### src/rtl/core/htsd_pkg.sv
// shared types and constants of the huffman table stream decoder
package htsd_pkg;

	localparam int unsigned TREE_DEPTH_DEF = 512;
	localparam int unsigned CMDQ_DEPTH_DEF = 2;
	localparam int unsigned OUTQ_DEPTH_DEF = 4;

	// status codes of a result
	localparam logic [1:0] ST_OK    = 2'd0;
	localparam logic [1:0] ST_MAGIC = 2'd1;
	localparam logic [1:0] ST_RANGE = 2'd2;
	localparam logic [1:0] ST_TRUNC = 2'd3;

	typedef struct packed {
		logic [7:0] stream_byte;
		logic       stream_end;
	} item_t;

	typedef struct packed {
		logic [7:0] out_byte;
		logic       out_valid;
		logic       out_last;
		logic [1:0] status;
	} result_t;

	// one command from front to back, built from one accepted byte
	typedef struct packed {
		logic        start;
		logic [23:0] size;
		logic        nib_mode;
		logic [9:0]  tree_bytes;
		logic        walk;
		logic [31:0] word;
		logic        fin;
		logic        partial;
		logic        st_valid;
		logic [1:0]  st;
	} cmd_t;

	typedef struct packed {
		logic       en;
		logic [9:0] addr;
		logic [7:0] data;
	} tree_wr_t;

endpackage

### src/rtl/core/htsd_fifo.sv
// small register queue used between front and back and at the result side
module htsd_fifo
	import htsd_pkg::*;
#(
	parameter type T = cmd_t,
	parameter int unsigned DEPTH = 2
) (
	input  logic clk,
	input  logic arst_n,
	input  logic wr,
	input  T     wdata,
	output logic full,
	input  logic rd,
	output T     rdata,
	output logic empty
);
	localparam int unsigned PW = (DEPTH > 1) ? $clog2(DEPTH) : 1;
	localparam int unsigned CW = $clog2(DEPTH + 1);

	T              store_q [DEPTH];
	logic [PW-1:0] wp_q, rp_q;
	logic [CW-1:0] cnt_q;

	assign full  = (cnt_q == CW'(DEPTH));
	assign empty = (cnt_q == '0);
	assign rdata = store_q[rp_q];

	always_ff @(posedge clk) begin
		if (wr && !full)
			store_q[wp_q] <= wdata;
	end

	always_ff @(posedge clk or negedge arst_n) begin
		if (!arst_n) begin
			wp_q  <= '0;
			rp_q  <= '0;
			cnt_q <= '0;
		end else begin
			if (wr && !full)
				wp_q <= (wp_q == PW'(DEPTH - 1)) ? '0 : wp_q + 1'b1;
			if (rd && !empty)
				rp_q <= (rp_q == PW'(DEPTH - 1)) ? '0 : rp_q + 1'b1;
			case ({wr && !full, rd && !empty})
				2'b10:   cnt_q <= cnt_q + 1'b1;
				2'b01:   cnt_q <= cnt_q - 1'b1;
				default: cnt_q <= cnt_q;
			endcase
		end
	end

	a_no_overflow: assert property (@(posedge clk) disable iff (!arst_n)
		full |=> (cnt_q == CW'(DEPTH)) || $past(rd))
		else $error("queue count dropped without a read");
	a_cnt_range: assert property (@(posedge clk) disable iff (!arst_n)
		cnt_q <= CW'(DEPTH))
		else $error("queue count beyond depth");
	a_empty_ptrs: assert property (@(posedge clk) disable iff (!arst_n)
		empty |-> (wp_q == rp_q))
		else $error("empty queue with unequal pointers");

endmodule

### config.mk
export PLATFORM = sky130hd
export DESIGN_NAME = htsd_fifo
export DESIGN_NICKNAME = d
export VERILOG_FILES = /design/src/rtl/core/htsd_pkg.sv /design/src/rtl/core/htsd_fifo.sv
export SDC_FILE = /design/constraint.sdc
export NUM_CORES = 1
export LEC_CHECK = 0
export ABC_CLOCK_PERIOD_IN_PS = 3900
export BUFFER_PORTS_ARGS = -buffer_cell sky130_fd_sc_hd__buf_2
export CORE_UTILIZATION = 47
export DETAILED_ROUTE_END_ITERATION = 8
export PLACE_DENSITY = 0.85
export SLEW_MARGIN = 5
export SYNTH_ARGS = -nofsm -noshare
export SYNTH_HDL_FRONTEND = slang
export SYNTH_SLANG_ARGS = --single-unit
export TNS_END_PERCENT = 1
### constraint.sdc
create_clock -name clk -period 3.9 [get_ports clk]
set_input_delay 0 -clock clk [delete_from_list [all_inputs] [get_ports clk]]
set_output_delay 0 -clock clk [all_outputs]
set_load 0.01 [all_outputs]
== After elaboration in Yosys (flattened, before gate mapping) ==
Memory sizes are Yosys's and may differ from the RTL's.
Cells that the tools add are included.
W data, S select, Z words.
Operators by class
  $add $sub $neg: 4
  equal/unequal tests: 3
  multiplexer cells: 5
  reduce and logical (&&, ||, !) cells: 6
Operators with widths (count)
  $eq A2 B2 Y1 const B: 2
  $mux W1: 4
  $pmux W2 S2: 1
  $add A1 B1 Y1 const B: 2
  $add A2 B1 Y2 const B: 1
  $eq A2 B1 Y1 const B: 1
  $logic_and A1 B1 Y1: 2
  $logic_not A1 Y1: 2
  $logic_not A2 Y1: 1
  $reduce_bool A2 Y1: 1
  $sub A2 B1 Y2 const B: 1
Word-level totals
  register bits: 4
  RAM bits: 148
  bits of input ports: 78
  output and inout port bits: 76
  word-level logic and storage cells: 22
  memories kept: 1
Memories
  store_q: words 2, bits a word 74, read ports 1, clocked after Yosys merged registers in 0, wr ports 1, RTL line htsd_fifo.sv:20  | T store_q [DEPTH];

== Longest topological paths before layout ==
  word-level depth: 5
  depth in mapped cells: 6
  mapped depth without buffers: 6

== Worst setup path before layout ==
No wires, ideal clock.
  kind: register to register
  start point: register cnt_q[0]
  end point: memory store_q[0][0] in the netlist's numbering (enable)
  library setup time: 0.507 ns
  arrival: 3.726 ns
  data required time: 3.393 ns
  slack: -0.333 ns
  cell stages (with the launch flop): 4
  path through: dfrtp_1 nand2b_1 nand2_1 nor2_1
Between the ends
  longest elaborated chain between the ends: 5
RTL lines
  start, declared: RTL line htsd_fifo.sv:22  | logic [CW-1:0] cnt_q;
  start signal, assigned: RTL line htsd_fifo.sv:44  | 2'b10: cnt_q <= cnt_q + 1'b1;
  start signal, assigned: RTL line htsd_fifo.sv:45  | 2'b01: cnt_q <= cnt_q - 1'b1;
  start signal, assigned: RTL line htsd_fifo.sv:46  | default: cnt_q <= cnt_q;
  $eq A2 B2 Y1: RTL line htsd_fifo.sv:24  | assign full = (cnt_q == CW'(DEPTH));
  $logic_not A1 Y1: RTL line htsd_fifo.sv:29  | if (wr && !full)
  $logic_and A1 B1 Y1: RTL line htsd_fifo.sv:29
  $mux W1: RTL line htsd_fifo.sv:29
  $mux W1 (implied by the code): RTL line htsd_fifo.sv:30  | store_q[wp_q] <= wdata;
  end, declared: RTL line htsd_fifo.sv:20
No other way between the ends.

==> results.ini <==
[yosys]
synth_edf_count=148
syn_inst=248
yosys_warnings=0
synth_common_cells=148 x edfxtp_1, 50 x mux2_4, 24 x mux2_2
synth_top_area_cell=edfxtp_1
synth_nets=327
synth_top_area_frac=0.775
synth_ff_type=edfxtp_1
ys_types=15
netlist_area_um2=5740
syn_avg_cell_area_um2=23.1
async_flop_share=0.0263
synthMostInstantiatedCell=edfxtp_1
ys_seq_area_frac=0.792
synth.area.top_cells=edfxtp_1 77%, mux2_4 13%, mux2_2 4.7%, dfrtp_1 1.7%, buf_6 1.2%
ys_ff_latch=152

[layout]
nets=572
final_area_um2=7970
layout-drive-gt1-share=0.510
areaGrowthSynthToFinish_pct=38.9
diodes=0
utilization=0.683
layoutNonFillerInstCount=649

[clock_tree]
clkLatencyLatePin_ns=0.41
cts_tree=done
clk_path_buf_depth=2
cts_setup_buffers=0
clkTransAtPathRegs_ns=0.06
ctsHtreeMaxLevel=4
postCtsResizedCells=0
cts_hold_buf=78
clock_sinks=152
cts-buffers-inserted=17
cts-root-buf=clkbuf_16

[setup_path]
path_max_fanout=64
worstPathRequired_ns=3.90
crit_family=flip-flops
critPathBufInv=2
cp_cell_sequence=buf_4 > mux2_4 > buf_2
criticalPathCategory=reg2out
slowest_delay_ns=1.13
cp-end-kind=primary output
critPathSlowestCell=dfrtp_4
cp-start-kind=flip-flop
worstSetupStartpoint=rp_q
worstReg2RegStart=cnt_q[0]
worst_ep_arrival_time_ns=2.42

[placed_design]
port_buffers=153
routabilityCongestion=0.647
post-dp-hpwl_um=5920
dp_cells=539
post_dp_cell_area_um2=6640

[pwr]
power.density_nw_per_um2=704
ir_worst_vdd_v=0.000633
leakagePower_nw=3.19

[sta]
hold_viol_final=0
clock.fmax_mhz=413
period_share=0.621
slew_viol_final=0
worstMarginPinSlew_ns=1.09
whs_ns=0.313
min_period_ns=2.42
slew_headroom=0.272
clock_skew_ns=0.00640
finalSetupViolCount=0
tns_ns=0
rsz0062_at_grt=false

[min_path]
min_path_type=in2reg
min_from=wdata[10]

[grt]
grt_usage=0.177
grt_pass1_wl_um=16300
grt_max_degree=75
overflow=0
grt_antenna_before_repair=0
grt_pass1_vias=3367

[die]
ioPinCount=154
dieArea_um2=12700
die-height_um=112
die_w_um=112
initial_utilization=0.492
core_um2=11700
rows=39

[detailed_routing]
drcViolationCount=0
finalWirelength_um=10800
vias=3163
first_iter_violations=124
dr.pass1.iters=4
ant_nets=0
via_per_inst=4.87
wl_per_cell_um=16.7

[flow_run]
max_cap_violations=0

[status]
outcome=finished, final reports clean

registers in the layout (all words and copies together) (netlist names):
register,flops
wp_q,1
store_q,148
rp_q,1
cnt_q,2
cell families (layout without fill, tap and decap cells):
| family | after synthesis | after routing | share of synthesized area |
|---|---|---|---|
| buffers and inverters | 9 | 267 | 0.0142 |
| and+or+nand+nor | 7 | 7 | 0.00589 |
| DFF | 152 | 152 | 0.792 |
| muxes | 74 | 74 | 0.178 |
| xor gates and xnor gates | 5 | 5 | 0.00763 |
| adders and majority gates | 1 | 1 | 0.00218 |
path summary, 6_finish.rpt:
check,to,slack [ns],cells after the start
hold reg to reg,cnt_q[1],0.53,1
hold / removal,store_q[0][10],0.31,2
max in group asynchronous,rp_q,3.13,3
setup / recovery,rdata[32],1.48,3
min in group asynchronous,cnt_q[1],0.55,3
setup reg to reg,store_q[1][35],1.98,2
layout by cell type, fill, tap and decap left out, types with 2 or more instances in the layout:
cell           instances
bufinv_16              2
xor2_1                 2
nor2_1                 2
dfrtp_1                3
mux2_2                24
clkinv_2               5
clkbuf_1               2
clkinv_1               5
buf_4                  3
clkbuf_16             17
xnor2_1                3
buf_2                153
dlygate4sd3_1         78
edfxtp_1             148
mux2_4                50
metrics by stage:
stage	setup WS, ns	total power [mW]
5_1_grt	1.35	5.86
3_5_place_dp	1.87	4.08
2_1_floorplan	0.908	3.56
3_3_place_gp	1.91	4.02
4_1_cts	1.43	5.64
6_report	1.48	5.61
final cells by class:
| type | instances | area (um^2) |
|---|---|---|
| Clock buffer | 19 | 433 |
| Clock inverter | 13 | 111 |
| Fill cell | 743 | 3690 |
| Inverter | 1 | 3.75 |
| Multi-Input combinational cell | 87 | 1120 |
| Sequential cell | 152 | 4550 |
| Tap cell | 143 | 179 |
| Timing Repair Buffer | 234 | 1570 |
power by group:
group          total [mW]  switching (mW)  leakage, nW  internal, mW
sequential           2.51           0.265         1.42          2.24
clock                1.50           0.577        0.268         0.923
combinational        1.60           0.721         1.50         0.884
routing by layer:
layer  GRT usage  wire, um
met1       0.187      4240
met2       0.323      5800
met3      0.0481       501
met4      0.0898       280
met5           0         0
(Power assumes the default switching activity.)
