`src/rtl/core/htsd_pkg.sv`:
```
// shared types and constants of the huffman table stream decoder
package htsd_pkg;

	localparam int unsigned TREE_DEPTH_DEF = 512;
	localparam int unsigned CMDQ_DEPTH_DEF = 2;
	localparam int unsigned OUTQ_DEPTH_DEF = 4;

	// status codes of a result
	localparam logic [1:0] ST_OK    = 2'd0;
	localparam logic [1:0] ST_MAGIC = 2'd1;
	localparam logic [1:0] ST_RANGE = 2'd2;
	localparam logic [1:0] ST_TRUNC = 2'd3;

	typedef struct packed {
		logic [7:0] stream_byte;
		logic       stream_end;
	} item_t;

	typedef struct packed {
		logic [7:0] out_byte;
		logic       out_valid;
		logic       out_last;
		logic [1:0] status;
	} result_t;

	// one command from front to back, built from one accepted byte
	typedef struct packed {
		logic        start;
		logic [23:0] size;
		logic        nib_mode;
		logic [9:0]  tree_bytes;
		logic        walk;
		logic [31:0] word;
		logic        fin;
		logic        partial;
		logic        st_valid;
		logic [1:0]  st;
	} cmd_t;

	typedef struct packed {
		logic       en;
		logic [9:0] addr;
		logic [7:0] data;
	} tree_wr_t;

endpackage

```
`src/rtl/core/htsd_front.sv`:
```
// header parsing, tree loading and code word assembly
module htsd_front
	import htsd_pkg::*;
(
	input  logic     clk,
	input  logic     arst_n,
	input  logic     take,
	input  item_t    item,
	output logic     tree_phase,
	output logic     cmd_wr,
	output cmd_t     cmd,
	output tree_wr_t tree_wr
);
	typedef enum logic [2:0] {
		PH_MAGIC, PH_SIZE, PH_TLEN, PH_TREE, PH_DATA, PH_DONE
	} phase_t;

	phase_t      phase_q, phase_nx;
	logic        nib_q;
	logic [23:0] size_q;
	logic [1:0]  hcnt_q;
	logic [9:0]  tb_q, fill_q, fill_inc;
	logic [23:0] wacc_q;
	logic [1:0]  wfill_q;
	logic [7:0]  b;

	assign b          = item.stream_byte;
	assign tree_phase = (phase_q == PH_TREE);
	assign fill_inc   = fill_q + 1'b1;

	always_comb begin
		cmd      = '0;
		phase_nx = phase_q;
		cmd.size       = size_q;
		cmd.nib_mode   = nib_q;
		cmd.tree_bytes = tb_q;
		cmd.word       = {b, wacc_q};
		tree_wr.en   = 1'b0;
		tree_wr.addr = fill_inc;
		tree_wr.data = b;
		unique case (phase_q)
			PH_MAGIC: begin
				if (b[7:4] != 4'h2) begin
					cmd.st_valid = 1'b1;
					cmd.st       = ST_MAGIC;
					phase_nx     = PH_DONE;
				end else begin
					phase_nx = PH_SIZE;
				end
			end
			PH_SIZE:
				if (hcnt_q == 2'd2)
					phase_nx = PH_TLEN;
			PH_TLEN:  phase_nx = PH_TREE;
			PH_TREE: begin
				// only an accepted byte goes into the table
				tree_wr.en = take;
				if (fill_inc >= tb_q) begin
					if (size_q == '0) begin
						cmd.st_valid = 1'b1;
						cmd.st       = ST_OK;
						phase_nx     = PH_DONE;
					end else begin
						cmd.start = 1'b1;
						phase_nx  = PH_DATA;
					end
				end
			end
			PH_DATA:  cmd.walk = (wfill_q == 2'd3);
			PH_DONE:  ;
			default:  phase_nx = PH_MAGIC;
		endcase
		if (item.stream_end) begin
			if (phase_nx == PH_DATA) begin
				cmd.fin     = 1'b1;
				cmd.partial = (phase_q == PH_DATA) && (wfill_q != 2'd3);
			end else if (phase_nx != PH_DONE) begin
				cmd.st_valid = 1'b1;
				cmd.st       = ST_TRUNC;
			end
		end
	end

	assign cmd_wr = take && (cmd.start || cmd.walk || cmd.fin || cmd.st_valid);

	always_ff @(posedge clk or negedge arst_n) begin
		if (!arst_n) begin
			phase_q <= PH_MAGIC;
			nib_q   <= 1'b0;
			size_q  <= '0;
			hcnt_q  <= '0;
			tb_q    <= '0;
			fill_q  <= '0;
			wacc_q  <= '0;
			wfill_q <= '0;
		end else if (take) begin
			if (item.stream_end) begin
				phase_q <= PH_MAGIC;
				nib_q   <= 1'b0;
				size_q  <= '0;
				hcnt_q  <= '0;
				tb_q    <= '0;
				fill_q  <= '0;
				wacc_q  <= '0;
				wfill_q <= '0;
			end else begin
				phase_q <= phase_nx;
				case (phase_q)
					PH_MAGIC: begin
						nib_q  <= (b[3:0] == 4'h4);
						size_q <= '0;
						hcnt_q <= '0;
					end
					PH_SIZE: begin
						case (hcnt_q)
							2'd0:    size_q[7:0]   <= b;
							2'd1:    size_q[15:8]  <= b;
							default: size_q[23:16] <= b;
						endcase
						if (hcnt_q != 2'd2)
							hcnt_q <= hcnt_q + 1'b1;
					end
					PH_TLEN: begin
						tb_q   <= {1'b0, b, 1'b1};
						fill_q <= '0;
					end
					PH_TREE: begin
						fill_q  <= fill_inc;
						wacc_q  <= '0;
						wfill_q <= '0;
					end
					PH_DATA: begin
						case (wfill_q)
							2'd0:    wacc_q[7:0]   <= b;
							2'd1:    wacc_q[15:8]  <= b;
							2'd2:    wacc_q[23:16] <= b;
							default: wacc_q        <= '0;
						endcase
						wfill_q <= wfill_q + 1'b1;
					end
					default: ;
				endcase
			end
		end
	end

endmodule

```
`config.mk`:
```
export PLATFORM = sky130hd
export DESIGN_NAME = htsd_front
export DESIGN_NICKNAME = d
export VERILOG_FILES = /design/src/rtl/core/htsd_pkg.sv /design/src/rtl/core/htsd_front.sv
export SDC_FILE = /design/constraint.sdc
export NUM_CORES = 1
export LEC_CHECK = 0
export BUFFER_PORTS_ARGS = -buffer_cell sky130_fd_sc_hd__buf_2
export CAP_MARGIN = 20
export CORE_MARGIN = 5
export CORE_UTILIZATION = 50
export DETAILED_ROUTE_END_ITERATION = 10
export HOLD_SLACK_MARGIN = 0.15
export PLACE_DENSITY_LB_ADDON = 0.2
export SLEW_MARGIN = 25
export SYNTH_ARGS = -nofsm -noshare
export SYNTH_HDL_FRONTEND = slang
export SYNTH_SLANG_ARGS = --single-unit
```
`constraint.sdc`:
```
create_clock -name clk -period 3.3 [get_ports clk]
set_input_delay 0.495 -clock clk [delete_from_list [all_inputs] [get_ports clk]]
set_output_delay 0.495 -clock clk [all_outputs]
set_load 0.01 [all_outputs]
```
==> Yosys cells after proc, flatten, opt, wreduce, memory -nomap -nowiden <==
Cells that the tools add are included.
{ "word_totals": {"ff_bits": 76, "input_bits": 12} }
{ "op_classes": {"add_sub_neg": 3, "magnitude_cmp": 1, "eq_ne": 23, "muxes": 40, "reduce_logical": 30} }
{ "ops": {"columns": ["op", "n"], "rows": [
  ["case mux 24 bit (2 select lines)", 2],
  ["2-to-1 mux 24 bit", 2],
  ["case mux 8 bit (2 select lines)", 3],
  ["2-to-1 mux 10 bit", 3],
  ["2-to-1 mux 3 bit", 9],
  ["zero test 24 bit", 1],
  ["2-to-1 mux 8 bit", 3],
  ["AND reduction 3 bit", 7],
  ["case mux 10 bit (2 select lines)", 1],
  ["!= test 3 bit (second input constant)", 6],
  ["case mux 3 bit (5 select lines)", 1],
  ["adder 10 x 1 -> 10 bit (second input constant)", 1],
  ["greater-or-equal comparator 10 bit", 1],
  ["OR reduction 2 bit", 5],
  ["== test 3 bit (second input constant)", 3],
  ["nonzero test 3 bit", 3],
  ["2-to-1 mux 1 bit", 8],
  ["2-to-1 mux 2 bit", 4],
  ["case mux 2 bit (2 select lines)", 2],
  ["AND reduction 2 bit", 4],
  ["== test 2 bit (second input constant)", 3],
  ["== test 3 x 2 -> 1 bit (second input constant)", 2],
  ["!= test 3 x 2 -> 1 bit (second input constant)", 2],
  ["case mux 3 bit (2 select lines)", 1],
  ["other kinds (12)", 20]
]} }

==> Longest topological paths before layout <==
{ "logic_depth": {"word_depth": 11, "depth_mapped": 12, "mapped_depth_nobuf": 11} }

==> Least setup slack after synthesis <==
Ideal clock, no wire load.
{ "synth_path": {"path_type": "reg2out", "from": "register fill_q[0]", "to": "output cmd[3] in the netlist's numbering", "t_arrival_ps": 2838, "t_required_ps": 2805, "slack_ps": -33, "path_stages_with_launch": 13, "n_path_buf": 1, "cell_sequence": "dfrtp_1 > ha_1 > and3_2 > clkbuf_1 > nand2_1 > nor2_1 > xnor2_1 > ha_1 > nand3_1 > o41ai_4 > a211oi_2 > a211oi_2 > and3b_1"} }
{ "synth_lines": {"columns": ["element", "line_no", "text"], "rows": [
  ["start: declaration", "htsd_front.sv:22", "logic [9:0] tb_q, fill_q, fill_inc;"],
  ["start signal: assignment", "htsd_front.sv:128", "fill_q <= fill_inc;"],
  ["end: declaration", "htsd_front.sv:11", "output cmd_t cmd,"]
]} }

==> results.txt <==
The run finished, with violations left. The checks that failed: negative setup slack. The number of flops mapped to enable cells by yosys works out to 0. The start of the worst register-to-register path was fill_q[0].

In the synthesized netlist the dominant register cell turns out to be dfrtp_1. For the relative contribution of the clock network to total power, the log shows 31.5%. For this configuration, the core starts out at a cell density of 50.9%.

In the layout the commonest cells are 105 x buf_2, 75 x dfrtp_1, 46 x nand2_1, 33 x o21ai_1, 29 x inv_1. Setup violations remaining at the end of the flow were counted as 4. The most critical setup path has its startpoint at fill_q[0].

Ratio of total power to cell area: 411 nW/um^2. Across all layers, the routed design uses 3389 vias. The post-synthesis sequential element count was 75.

Between clock sinks in the finished design, the worst skew comes to 11.7 ps. Initial antenna violation count: 0. Synthesis produced a netlist with a net count of 438. TritonCTS built the clock tree. The repair_antennas step left the layout with diodes totalling 0. The number of port buffers was 105; the xor and xnor fraction of the mapped netlist area was 1.47%.

Net switching component of the power: 659 uW. Setup repair after global routing could not meet its margin everywhere. The path class of the tightest hold or removal check is in2async. The area after detailed placement was 4640 um^2.

The critical path crosses 12 cells after its start point. Count of pins over their slew limit: 0. Register area share after synthesis: 45.1%.

In the routed layout, each cell is associated on average with a via count of 5.47. No sink is reached through more buffers than the 2 on the longest clock path. Traced cell by cell, the critical path runs through nand3_4, nor2_4, nand3_4, xnor2_2, ha_1, a21o_1, a21oi_2, o41ai_4, a211oi_4, nand2b_4, nor3b_2, buf_2. The congestion estimate from routability-driven global placement came to 0.849. The run gives 350 ps as the source-to-sink clock delay at the later pin of the worst-skew pair. Summing all flip-flop and latch instances after layout gives 1880 um^2. The worst register-to-register path ends at phase_q[0]. The worst register-to-register path has a depth of 11. The residual overflow from global routing came out at 0. Dominant combinational cell family by area after synthesis: simple AND/OR/NAND/NOR gates. Global routing used 22.0% of the available tracks across all layers. The share of total power dissipated in combinational logic is 19.8%. Measured along the y axis, the die boundary spans 101 um.

Summing the areas of all compound-gate instances in the mapped netlist gives 15.6% of the synthesized area. At the pin with the least slew margin, the transition time is 808 ps. Number of warnings printed during yosys synthesis: 0.

Across the run, the number of max-cap violations was 0. For flop-to-flop paths, the worst setup slack is 790 ps. The kind of cell with the highest combined delay on the critical path was simple AND/OR/NAND/NOR gates. Net switching is 31.7% of the power. At the worst endpoint, the arrival time is 2890 ps. The design draws 2080 uW.

The logs give 0 for the residual DRC count and 48.7% for the portion of total power attributed to sequential cells. For this block, the routed nets add up to 10700 um of wire. After clock tree synthesis, the clock-pin slew on the worst setup and hold paths is 80 ps.

The tree built by TritonCTS fans out to 75 sinks. Derived from the worst setup path, the maximum achievable clock frequency is 295 MHz. The multi-input combinational cells in the finished layout cover a total of 2030 um^2. The die is 101 um wide.

The cell area that synthesis handed to floorplanning was 4160 um^2. Fill cells in the final layout number 713. The buffering stage count on the worst path with inverters included works out to 1. Type of the worst setup path: reg2out.

For the worst setup path, the data required time is 2800 ps. Entering global routing, the biggest net connects 46 pins. Summing the areas of all and, or, nand and nor instances in the mapped netlist gives 16.7% of the synthesized area.

After the first detailed-routing iteration, the DRC count stood at 163. The run gives 107 as the top-level I/O count. The number of standard cells in the final layout excluding fillers was 620; the detailed placer's ending HPWL was 7620 um.

The relative slew slack came out at 46.0%. The internal power of the cells totals 1420 uW. Before antenna repair, the detailed router went through 4 iterations. Yosys mapped the design onto 66 distinct sky130hd cell types. The peak per-stage delay on the critical path was 420 ps; the async set or reset register ratio after synthesis was 100%.

The global-route wire length before repair came out at 17600 um. The standard cell with the maximum stage delay on the critical path is dfrtp_1. The number of levels the H-tree was split into was 3. The library cell used most frequently in the layout, excluding fill and tap cells, is buf_2. The post-route netlist has 40.6% of its cells at a drive strength greater than 1. The run gives -89.8 ps as the worst setup margin.

The layout net count is 539, and the minimum period implied by the final worst setup slack is 3390 ps. The root buffer cell chosen for the clock tree is clkbuf_8. Counting tap cells, the placed design contains a total of 589 instances. Layout-stage area growth over the synthesis result: 21.6%.

Type of destination of the critical path: an output pin. The number of standard-cell rows in the floorplan is 33. After detailed routing, the average wire length per cell comes to 17.3 um. The cell with the most instances on the worst path is nand3_4.

After routing the design area is 5060 um^2. The logs give 409 for the gate count of the mapped netlist and 0 for the number of failing hold endpoints at the final stage. Along the worst path, the maximum fanout reaches 4.

For the sum of negative setup slack, the log shows -230 ps. The run gives 0 as the final antenna-violating net count. The synthesized netlist devotes 5.11% of its cell area to adder and majority cells. The logs give 3416 for the number of global-route vias before repair and 10200 um^2 for the full die area. The worst setup path is launched from a flop.

The run gives 0.00260 uW as the leakage power figure. The core box area is 8180 um^2, and the average size of a mapped cell is 10.2 um^2. The number of buffers added by the clock tree synthesis step was 9; the post-route clock period utilization was 103%. Following the worst setup path forward leads to its endpoint at cmd[1]. The portion of synthesized area spent on multiplexers is 6.74%.

The run gives 0.224 mV as the worst IR drop on VDD.
[final cells by class]
type,count,share of cell area (%)
Multi-Input combinational cell,264,40.2
Sequential cell,75,37.1
Timing Repair Buffer,129,14.2
Clock buffer,10,2.72
Tap cell,105,2.60
Inverter,31,2.40
Clock inverter,6,0.792
[power groups by stage]
| stage | combinational, uW | sequential (uW) | clock [uW] |
|---|---|---|---|
| global placement | 408 | 1030 | 0 |
| detailed placement | 415 | 1030 | 0 |
| finish | 411 | 1010 | 655 |
| floorplan | 277 | 1030 | 0 |
| CTS | 416 | 1010 | 671 |
| global route | 460 | 1020 | 702 |
[through the flow]
step	worst slack [ps]	hold WS, ps	utilization [%]
2_1_floorplan	23.8	199	-
3_3_place_gp	112	464	56.8
3_5_place_dp	60.8	475	56.8
4_1_cts	-50.3	214	61.1
5_1_grt	-230	254	61.8
6_report	-89.8	196	61.8
[sequential cells by signal, indices dropped and copies added, names as in the netlist]
signal,cells
size_q,24
hcnt_q,2
wfill_q,2
nib_q,1
phase_q,3
tb_q,9
fill_q,10
wacc_q,24
[kinds of logic (layout without fill, tap and decap cells)]
group / after synthesis / in the layout
and+or+nand+nor: 123 / 123
AOI/OAI and AO/OA: 91 / 91
DFF: 75 / 75
buffers and inverters: 70 / 176
muxes: 25 / 25
adders and majority gates: 17 / 17
xor gates and xnor gates: 7 / 7
other: 1 / 1
[cells in the mapped netlist (all sizes together) (2+ instances only)]
library cell | count | share of area, %
dfrtp | 75 | 45
nand2 | 49 | 4.5
o21ai | 42 | 5.1
buf | 31 | 5.3
inv | 31 | 2.9
mux2 | 24 | 6.5
ha | 17 | 5.1
nor2 | 13 | 1.4
a22o | 11 | 2.3
and2 | 11 | 1.7
nand3 | 10 | 1.7
a21oi | 9 | 1.2
clkbuf | 8 | 0.96
nand4 | 8 | 1.2
nand2b | 7 | 1.4
nor4 | 7 | 1.1
o21a | 6 | 1.1
a21o | 4 | 0.72
nor2b | 4 | 0.60
xnor2 | 4 | 0.84
a211oi | 3 | 1.1
o31ai | 3 | 0.87
o41ai | 3 | 1.3
xor2 | 3 | 0.63
a32o | 2 | 0.48
nor3 | 2 | 0.48
o22ai | 2 | 0.30
[repair_timing]
action                                  CTS  global route
endpoints found under the setup margin    7             7
hold buffers                              0             0
endpoints found under the hold margin     0             0
gates resized for setup                  20             4
pin swaps                                17             1
setup buffers                            10             5
[worst reg2reg max path: stages, from the launching register on]
cell       delay, ps
dfrtp_1          420
ha_2             210
and3_4           240
nand3_4          110
xnor2_4          190
ha_4             270
nand3_2          100
o41ai_4          350
a211oi_4          70
buf_4            160
o2111ai_1        170
o21ai_1           90
[how the worst min path moves through the flow]
| stage | to | slack (ps) | cells after the start | from |
|---|---|---|---|---|
| 2_1_floorplan | fill_q[0] | 200 | 0 | arst_n |
| 3_3_place_gp | wacc_q[17] | 460 | 2 | wacc_q[17] |
| 3_5_place_dp | wacc_q[4] | 470 | 2 | wacc_q[4] |
| 4_1_cts | fill_q[2] | 210 | 1 | arst_n |
| 5_1_grt | fill_q[1] | 250 | 1 | arst_n |
| 6_report | fill_q[0] | 200 | 1 | arst_n |
[routing by layer]
| metal | part of all wire, % | global-route usage, % | routed length [um] |
|---|---|---|---|
| met4 | 1.1 | 7.06 | 115 |
| met3 | 6.4 | 3.58 | 690 |
| met1 | 44 | 31.1 | 4730 |
| met2 | 48 | 35.0 | 5200 |
| met5 | 0 | 0 | 0 |
Power figures use the tool's default switching activity.
